File: src/design/teq_pkg.sv
// Shared types and constants for the timed event queue.
package teq_pkg;

    // Queue depth and derived index / occupancy widths
    localparam int CAPACITY = 16;
    localparam int IDX_W    = $clog2(CAPACITY);
    localparam int OCC_W    = $clog2(CAPACITY + 1);

    // Request kinds
    localparam logic [1:0] KIND_ADD     = 2'd0;
    localparam logic [1:0] KIND_REMOVE  = 2'd1;
    localparam logic [1:0] KIND_ADVANCE = 2'd2;

    // Result status codes
    localparam logic [2:0] STS_FIRED    = 3'd0;
    localparam logic [2:0] STS_ADDED    = 3'd1;
    localparam logic [2:0] STS_PAST     = 3'd2;
    localparam logic [2:0] STS_FULL     = 3'd3;
    localparam logic [2:0] STS_REMOVED  = 3'd4;
    localparam logic [2:0] STS_ADV_DONE = 3'd5;

    // Request payload
    typedef struct packed {
        logic [1:0]  kind;
        logic [31:0] time_value;
        logic [15:0] event_id;
    } t_request;

    // Result payload
    typedef struct packed {
        logic [2:0]  status;
        logic [15:0] fired_id;
        logic [31:0] fired_time;
        logic [4:0]  count;
        logic        last;
    } t_result;

endpackage

File: src/design/timed_event_queue.sv
// Timed event queue: sorted event store in a small memory walked by one compare unit.
// Add past/full is answered from idle with no walk; add insert, remove and advance walk the store,
// fired results one per cycle.
// Throughput: one request at a time; busy stays high while the store is walked (one entry
// per cycle through the single memory read port and the shared time comparator).
// Results appear for one cycle on o_strobe; the receiver cannot stall.
// Synchronous active-low reset empties the queue and clears the current time; no clearing pass.
module timed_event_queue
    import teq_pkg::*;
(
    input  logic     i_clk,
    input  logic     i_rst_n,
    input  logic     start,
    input  t_request i_req,
    output logic     busy,
    output logic     o_strobe,
    output t_result  o_result
);

    typedef enum logic [5:0] {
        S_IDLE  = 6'b000001,
        S_ADD   = 6'b000010,
        S_REM   = 6'b000100,
        S_FIRE  = 6'b001000,
        S_SHIFT = 6'b010000,
        S_SPARE = 6'b100000
    } t_state;

    // Event store
    logic [31:0] mem_time [CAPACITY];
    logic [15:0] mem_id   [CAPACITY];

    t_state             r_state, n_state;
    logic [IDX_W-1:0]   r_ra, n_ra;
    logic               r_ra_on, n_ra_on;
    logic               r_dv, n_dv;
    logic [OCC_W-1:0]   r_ptr, n_ptr;
    logic [OCC_W-1:0]   r_fired, n_fired;
    logic [OCC_W-1:0]   r_occ, n_occ;
    logic [31:0]        r_now, n_now;
    logic [31:0]        r_key, n_key;
    logic [15:0]        r_id, n_id;
    t_result            r_res, n_res;
    logic               r_strobe, n_strobe;
    logic [31:0]        r_rd_time;
    logic [15:0]        r_rd_id;

    logic               we;
    logic [IDX_W-1:0]   wa;
    logic [31:0]        wtime;
    logic [15:0]        wid;
    logic               cmp_le;
    logic               cmp_eq;
    logic [31:0]        now_sum;
    logic               asc_more;

    // Memory write and registered read
    always_ff @(posedge i_clk) begin
        if (we) begin
            mem_time[wa] <= wtime;
            mem_id[wa]   <= wid;
        end
        r_rd_time <= mem_time[r_ra];
        r_rd_id   <= mem_id[r_ra];
    end

    // Shared time comparator and adder
    assign cmp_le   = r_rd_time <= r_key;
    assign cmp_eq   = r_rd_time == r_key;
    assign now_sum  = r_now + i_req.time_value;
    assign asc_more = (OCC_W'(r_ra) + OCC_W'(1)) < r_occ;

    // Sequencer
    always_comb begin
        n_state  = r_state;
        n_ra     = r_ra;
        n_ra_on  = r_ra_on;
        n_dv     = r_ra_on;
        n_ptr    = r_ptr;
        n_fired  = r_fired;
        n_occ    = r_occ;
        n_now    = r_now;
        n_key    = r_key;
        n_id     = r_id;
        n_res    = r_res;
        n_strobe = 1'b0;
        we       = 1'b0;
        wa       = r_ptr[IDX_W-1:0];
        wtime    = r_rd_time;
        wid      = r_rd_id;

        case (r_state)
            S_IDLE: begin
                n_dv = 1'b0;
                if (start) begin
                    n_res.fired_id   = 16'd0;
                    n_res.fired_time = r_now;
                    n_res.count      = 5'd0;
                    n_res.last       = 1'b1;
                    case (i_req.kind)
                        KIND_ADD: begin
                            if (i_req.time_value < r_now) begin
                                n_res.status = STS_PAST;
                                n_strobe     = 1'b1;
                            end else if (r_occ == OCC_W'(CAPACITY)) begin
                                n_res.status = STS_FULL;
                                n_strobe     = 1'b1;
                            end else begin
                                n_key   = i_req.time_value;
                                n_id    = i_req.event_id;
                                n_ptr   = r_occ;
                                n_ra    = IDX_W'(r_occ - OCC_W'(1));
                                n_ra_on = r_occ != '0;
                                n_state = S_ADD;
                            end
                        end
                        KIND_REMOVE: begin
                            n_key   = i_req.time_value;
                            n_ptr   = '0;
                            n_ra    = '0;
                            n_ra_on = r_occ != '0;
                            n_state = S_REM;
                        end
                        KIND_ADVANCE: begin
                            n_now   = now_sum;
                            n_key   = now_sum;
                            n_fired = '0;
                            n_ra    = '0;
                            n_ra_on = r_occ != '0;
                            n_state = S_FIRE;
                        end
                        default: begin
                        end
                    endcase
                end
            end

            // Insertion: walk down from the top, moving later entries up by one
            S_ADD: begin
                n_ra_on = r_ra_on && (r_ra != '0);
                n_ra    = r_ra - IDX_W'(1);
                if (r_dv && !cmp_le) begin
                    we    = 1'b1;
                    n_ptr = r_ptr - OCC_W'(1);
                end else if (r_dv || !r_ra_on) begin
                    we               = 1'b1;
                    wtime            = r_key;
                    wid              = r_id;
                    n_occ            = r_occ + OCC_W'(1);
                    n_res.status     = STS_ADDED;
                    n_res.fired_id   = 16'd0;
                    n_res.fired_time = r_now;
                    n_res.count      = 5'd0;
                    n_res.last       = 1'b1;
                    n_strobe         = 1'b1;
                    n_state          = S_IDLE;
                end
            end

            // Removal: compact the store, dropping matching due times
            S_REM: begin
                n_ra_on = r_ra_on && asc_more;
                n_ra    = r_ra + IDX_W'(1);
                if (r_dv) begin
                    if (!cmp_eq) begin
                        we    = 1'b1;
                        n_ptr = r_ptr + OCC_W'(1);
                    end
                end else if (!r_ra_on) begin
                    n_occ            = r_ptr;
                    n_res.status     = STS_REMOVED;
                    n_res.fired_id   = 16'd0;
                    n_res.fired_time = r_now;
                    n_res.count      = 5'(r_occ - r_ptr);
                    n_res.last       = 1'b1;
                    n_strobe         = 1'b1;
                    n_state          = S_IDLE;
                end
            end

            // Firing: emit the due prefix of the store
            S_FIRE: begin
                n_ra_on = r_ra_on && asc_more;
                n_ra    = r_ra + IDX_W'(1);
                if (r_dv && cmp_le) begin
                    n_res.status     = STS_FIRED;
                    n_res.fired_id   = r_rd_id;
                    n_res.fired_time = r_rd_time;
                    n_res.count      = 5'd0;
                    n_res.last       = 1'b0;
                    n_strobe         = 1'b1;
                    n_fired          = r_fired + OCC_W'(1);
                end else if (r_dv || !r_ra_on) begin
                    n_ra    = r_fired[IDX_W-1:0];
                    n_ra_on = r_fired < r_occ;
                    n_dv    = 1'b0;
                    n_ptr   = '0;
                    n_state = S_SHIFT;
                end
            end

            // Shift the remaining entries down to the front
            S_SHIFT: begin
                n_ra_on = r_ra_on && asc_more;
                n_ra    = r_ra + IDX_W'(1);
                if (r_dv) begin
                    we    = 1'b1;
                    n_ptr = r_ptr + OCC_W'(1);
                end else if (!r_ra_on) begin
                    n_occ            = r_ptr;
                    n_res.status     = STS_ADV_DONE;
                    n_res.fired_id   = 16'd0;
                    n_res.fired_time = r_now;
                    n_res.count      = 5'(r_fired);
                    n_res.last       = 1'b1;
                    n_strobe         = 1'b1;
                    n_state          = S_IDLE;
                end
            end

            default: begin
                n_dv    = 1'b0;
                n_state = S_IDLE;
            end
        endcase
    end

    // Control and payload registers
    always_ff @(posedge i_clk) begin
        if (!i_rst_n) begin
            r_state  <= S_IDLE;
            r_ra_on  <= 1'b0;
            r_dv     <= 1'b0;
            r_occ    <= '0;
            r_now    <= '0;
            r_strobe <= 1'b0;
        end else begin
            r_state  <= n_state;
            r_ra_on  <= n_ra_on;
            r_dv     <= n_dv;
            r_occ    <= n_occ;
            r_now    <= n_now;
            r_strobe <= n_strobe;
        end
        r_ra    <= n_ra;
        r_ptr   <= n_ptr;
        r_fired <= n_fired;
        r_key   <= n_key;
        r_id    <= n_id;
        r_res   <= n_res;
    end

    assign busy     = r_state != S_IDLE;
    assign o_strobe = r_strobe;
    assign o_result = r_res;

endmodule

File: config.mk
export PLATFORM = sky130hd
export DESIGN_NAME = timed_event_queue
export DESIGN_NICKNAME = d
export VERILOG_FILES = /design/src/design/teq_pkg.sv /design/src/design/timed_event_queue.sv
export SDC_FILE = /design/constraint.sdc
export NUM_CORES = 1
export LEC_CHECK = 0
export ABC_CLOCK_PERIOD_IN_PS = 14500
export BUFFER_PORTS_ARGS = -buffer_cell sky130_fd_sc_hd__buf_2
export CORE_MARGIN = 10
export CORE_UTILIZATION = 35
export DETAILED_ROUTE_END_ITERATION = 12
export SLEW_MARGIN = 15
export SYNTH_ARGS = -nofsm -noshare
export SYNTH_HDL_FRONTEND = slang
export SYNTH_SLANG_ARGS = --single-unit
export TNS_END_PERCENT = 20
File: constraint.sdc
create_clock -name i_clk -period 14.5 [get_ports i_clk]
set_clock_uncertainty 0.05 [all_clocks]
set_input_delay 3.625 -clock i_clk [delete_from_list [all_inputs] [get_ports i_clk]]
set_output_delay 3.625 -clock i_clk [all_outputs]
set_load 0.02 [all_outputs]
==> out/metrics.csv <==
metric;value;unit
RR Startpoint;r_key[29];
initial antenna violation count;4;
status;finished clean;
detailed-route via count;21700;
crit path cell chain;buf_2 > ha_1 > nand4_1 > nor4_1 > nand4_1 > a21oi_1 > o22ai_1 > a21oi_1 > nor2_1 > a211oi_1;
1st-iter DRT viols;1952;
Row Count;125;
vias in the first global route;22700;
YS warnings;0;
Worst Path Required;14.74;ns
mapped cell area;41100;sq um
Synth Flop Type;edfxtp_1;
setup TNS;0;ns
worst-margin pin slew;1.08;ns
Synth top area share;0.648;
Global Route met1 Usage;0.202;
Die Y;363;um
M3 GR Usage;0.0252;
period utilization;0.453;
number of max-cap violations;0;
CP Capture Type;flip-flop;
most frequent cells in the layout;edfxtp_1 (887), mux4_2 (240), ha_1 (119), nor2_1 (118);
Startpoint Class;input pin;
first-pass GRT wire length;151000;um
CTS tree;built;
Async S/R FF share, synth;0;
CP arrival;6.80;ns
commonest non-fill, non-tap cell in the layout;edfxtp_1;
worst rel slew slack;0.277;
RSZ-0062 raised after global routing;no;
Post-DP HPWL;56500;um
grt ovf;0;
hold path startpoint;r_now[20];
WL per Instance;24.6;um
Final Cell Area;47000;sq um
Area contributors post-synth;edfxtp_1 (65%), mux4_2 (13%), dfxtp_1 (4.5%);
CTS resizes;0;
f_max;0.152;GHz
FF+latch count, synth;980;
Pwr per Cell Area;139;nW/um^2
clock transition at the registers of the reported paths;0.06;ns
ANT nets after route;0;
DR pass1 iterations;5;
met2 Use GR;0.252;
CP max stage cell;a211oi_1;
layout cells sized above 1;0.249;
final WL;100000;um
Final Setup Violations;0;
Post-Synthesis Cells;2332;
Inserted Clock Buffers;100;
Filler cells;10400;
largest net degree at the start of global routing;152;
postcts setup bufs;0;
crit path from;i_req[40];
busiest grt layer;met2;
WS Path Type;input pin to flip-flop;
# IOs;112;
number of synthesized flops with an enable pin;887;
synth-to-layout area growth;14.4;%
Design Power;0.00654;W
Max FO, Critical Path;11;
drt drc;0;
Worst path max stage delay;0.80;ns
All-Layer GR Usage;0.151;
gp weighted congestion;0.901;
DR vias/cell;5.31;
Area after DPL;43600;sq um
Core ar.;116000;sq um
VDD IR-drop max;0.0898;mV
Initial Util;0.353;
r2r endpoint;o_result[45];
count of cell types in the netlist;80;
clk root buf;clkbuf_16;
WHS Endpoint;r_now[20];
Mapped Avg Cell Area;17.6;sq um
I/O Buffers;111;
Static Leak;15.7;nW
CTS Hold Bufs;0;
min Tclk post-route;6.56;ns
sequential fraction of the synthesis area;0.693;
Mapped Nets;2508;
buffer depth of the longest clock path;3;
H-tree depth;3;
Slew Viols, Final;0;
Worst Reg2Reg Path Length in Cells;12;
Total Nets Final;2650;
worst hold path class;flip-flop to flip-flop;
CTS sink cnt;980;
Die Span X;363;um
setup slack, reg-to-reg;8.97;ns
die area;132000;sq um
final-report hold violation count;0;
Yosys top cell by area;edfxtp_1;
hold depth;2;
Clock Latency Late Sink;0.68;ns
-- through the flow --
step,util,setup WS [ns],std cells,hold slack (ns)
2_1_floorplan,-,7.18,2332,0.399
3_3_place_gp,0.374,7.26,3896,0.416
3_5_place_dp,0.374,7.18,3896,0.424
4_1_cts,0.404,7.89,4083,0.432
5_1_grt,0.404,7.67,4084,0.460
6_report,0.404,7.94,4085,0.438
-- cells by family (layout without fill, tap and decap cells) --
group / Yosys count / count (layout) / synth area share
XOR/XNOR: 43 / 43 / 0.00916
buffers and inverters: 221 / 448 / 0.0216
other: 0 / 2 / 0
AO/OA/AOI/OAI: 319 / 319 / 0.0480
adder cells (fa/ha/maj): 123 / 123 / 0.0380
flip-flops: 980 / 980 / 0.693
multiplexers: 298 / 298 / 0.149
AND/OR/NAND/NOR: 348 / 348 / 0.0410
-- flip-flops by register name, indices dropped and copies added (netlist names) --
name,flops
r_ra_on,1
r_occ,5
o_result,57
r_dv,1
r_ptr,5
r_rd_id,16
r_now,32
mem_time,512
r_id,16
r_fired,5
r_rd_time,32
mem_id,256
r_ra,4
r_state,5
r_key,32
o_strobe,1
-- worst max-delay path, delay by kind of cell --
family / cells / cell delay (ns)
adder cells (fa/ha/maj): 1 / 0.46
AO/OA/AOI/OAI: 4 / 1.69
buffers and inverters: 1 / 0.12
AND/OR/NAND/NOR: 4 / 0.90
-- cells in the mapped netlist, types with 3 or more instances --
cell type,count
o22ai_1,4
fa_1,3
and2_1,19
nand2b_1,8
a31oi_1,7
xnor2_1,33
mux4_2,240
or2_2,5
buf_12,3
mux2_4,20
nand2_1,79
a21o_1,26
xor2_1,10
nand3_1,15
nor3_1,22
mux2i_1,8
nor4_1,8
and3_1,9
a221oi_1,4
clkbuf_1,83
o221ai_1,5
or3_1,7
o31ai_1,3
a211oi_1,28
o21bai_1,6
ha_1,120
o211ai_1,3
mux2_2,30
inv_1,111
a21oi_1,106
edfxtp_1,887
nor2_1,132
nor2b_1,15
buf_1,19
o21ai_0,85
o21a_1,6
dfxtp_1,93
nand4_1,10
nor3b_1,3
nand3b_1,4
-- worst max path at each step --
stage | endpoint | depth (start not counted) | slack (ns)
6_report | r_ptr[2] | 10 | 7.94
3_5_place_dp | r_ptr[2] | 10 | 7.18
2_1_floorplan | r_ra[0] | 10 | 7.18
5_1_grt | r_ptr[2] | 10 | 7.67
4_1_cts | r_ptr[2] | 10 | 7.89
3_3_place_gp | r_ptr[0] | 10 | 7.26
-- per-layer routing --
metal  up-vias  wire [um]  part of all wire
li1       9503          -                 -
met5         -          9          0.000090
met1     11300      42400              0.42
met3       161       6310             0.063
met2       703      49300              0.49
met4         2       2470             0.025
-- power by group --
| part | internal [W] | switching (W) | leakage, nW | total (W) |
|---|---|---|---|---|
| clock network | 0.00160 | 0.00109 | 1.68 | 0.00269 |
| logic | 0.000230 | 0.000347 | 5.16 | 0.000577 |
| registers | 0.00322 | 0.0000492 | 8.81 | 0.00327 |
| total | 0.00505 | 0.00149 | 15.7 | 0.00654 |
-- layout make-up --
| class | instances | area, sq um | share of cell area |
|---|---|---|---|
| Multi-Input combinational cell | 1131 | 11900 | 0.252 |
| Sequential cell | 980 | 28500 | 0.606 |
| Clock buffer | 130 | 2760 | 0.0586 |
| Inverter | 112 | 420 | 0.00894 |
| Timing Repair Buffer | 149 | 866 | 0.0184 |
| Clock inverter | 57 | 723 | 0.0154 |
| Tap cell | 1524 | 1910 | 0.0405 |
| Antenna cell | 2 | 5.00 | 0.000106 |
No activity file was read; power rests on OpenSTA's default activity.
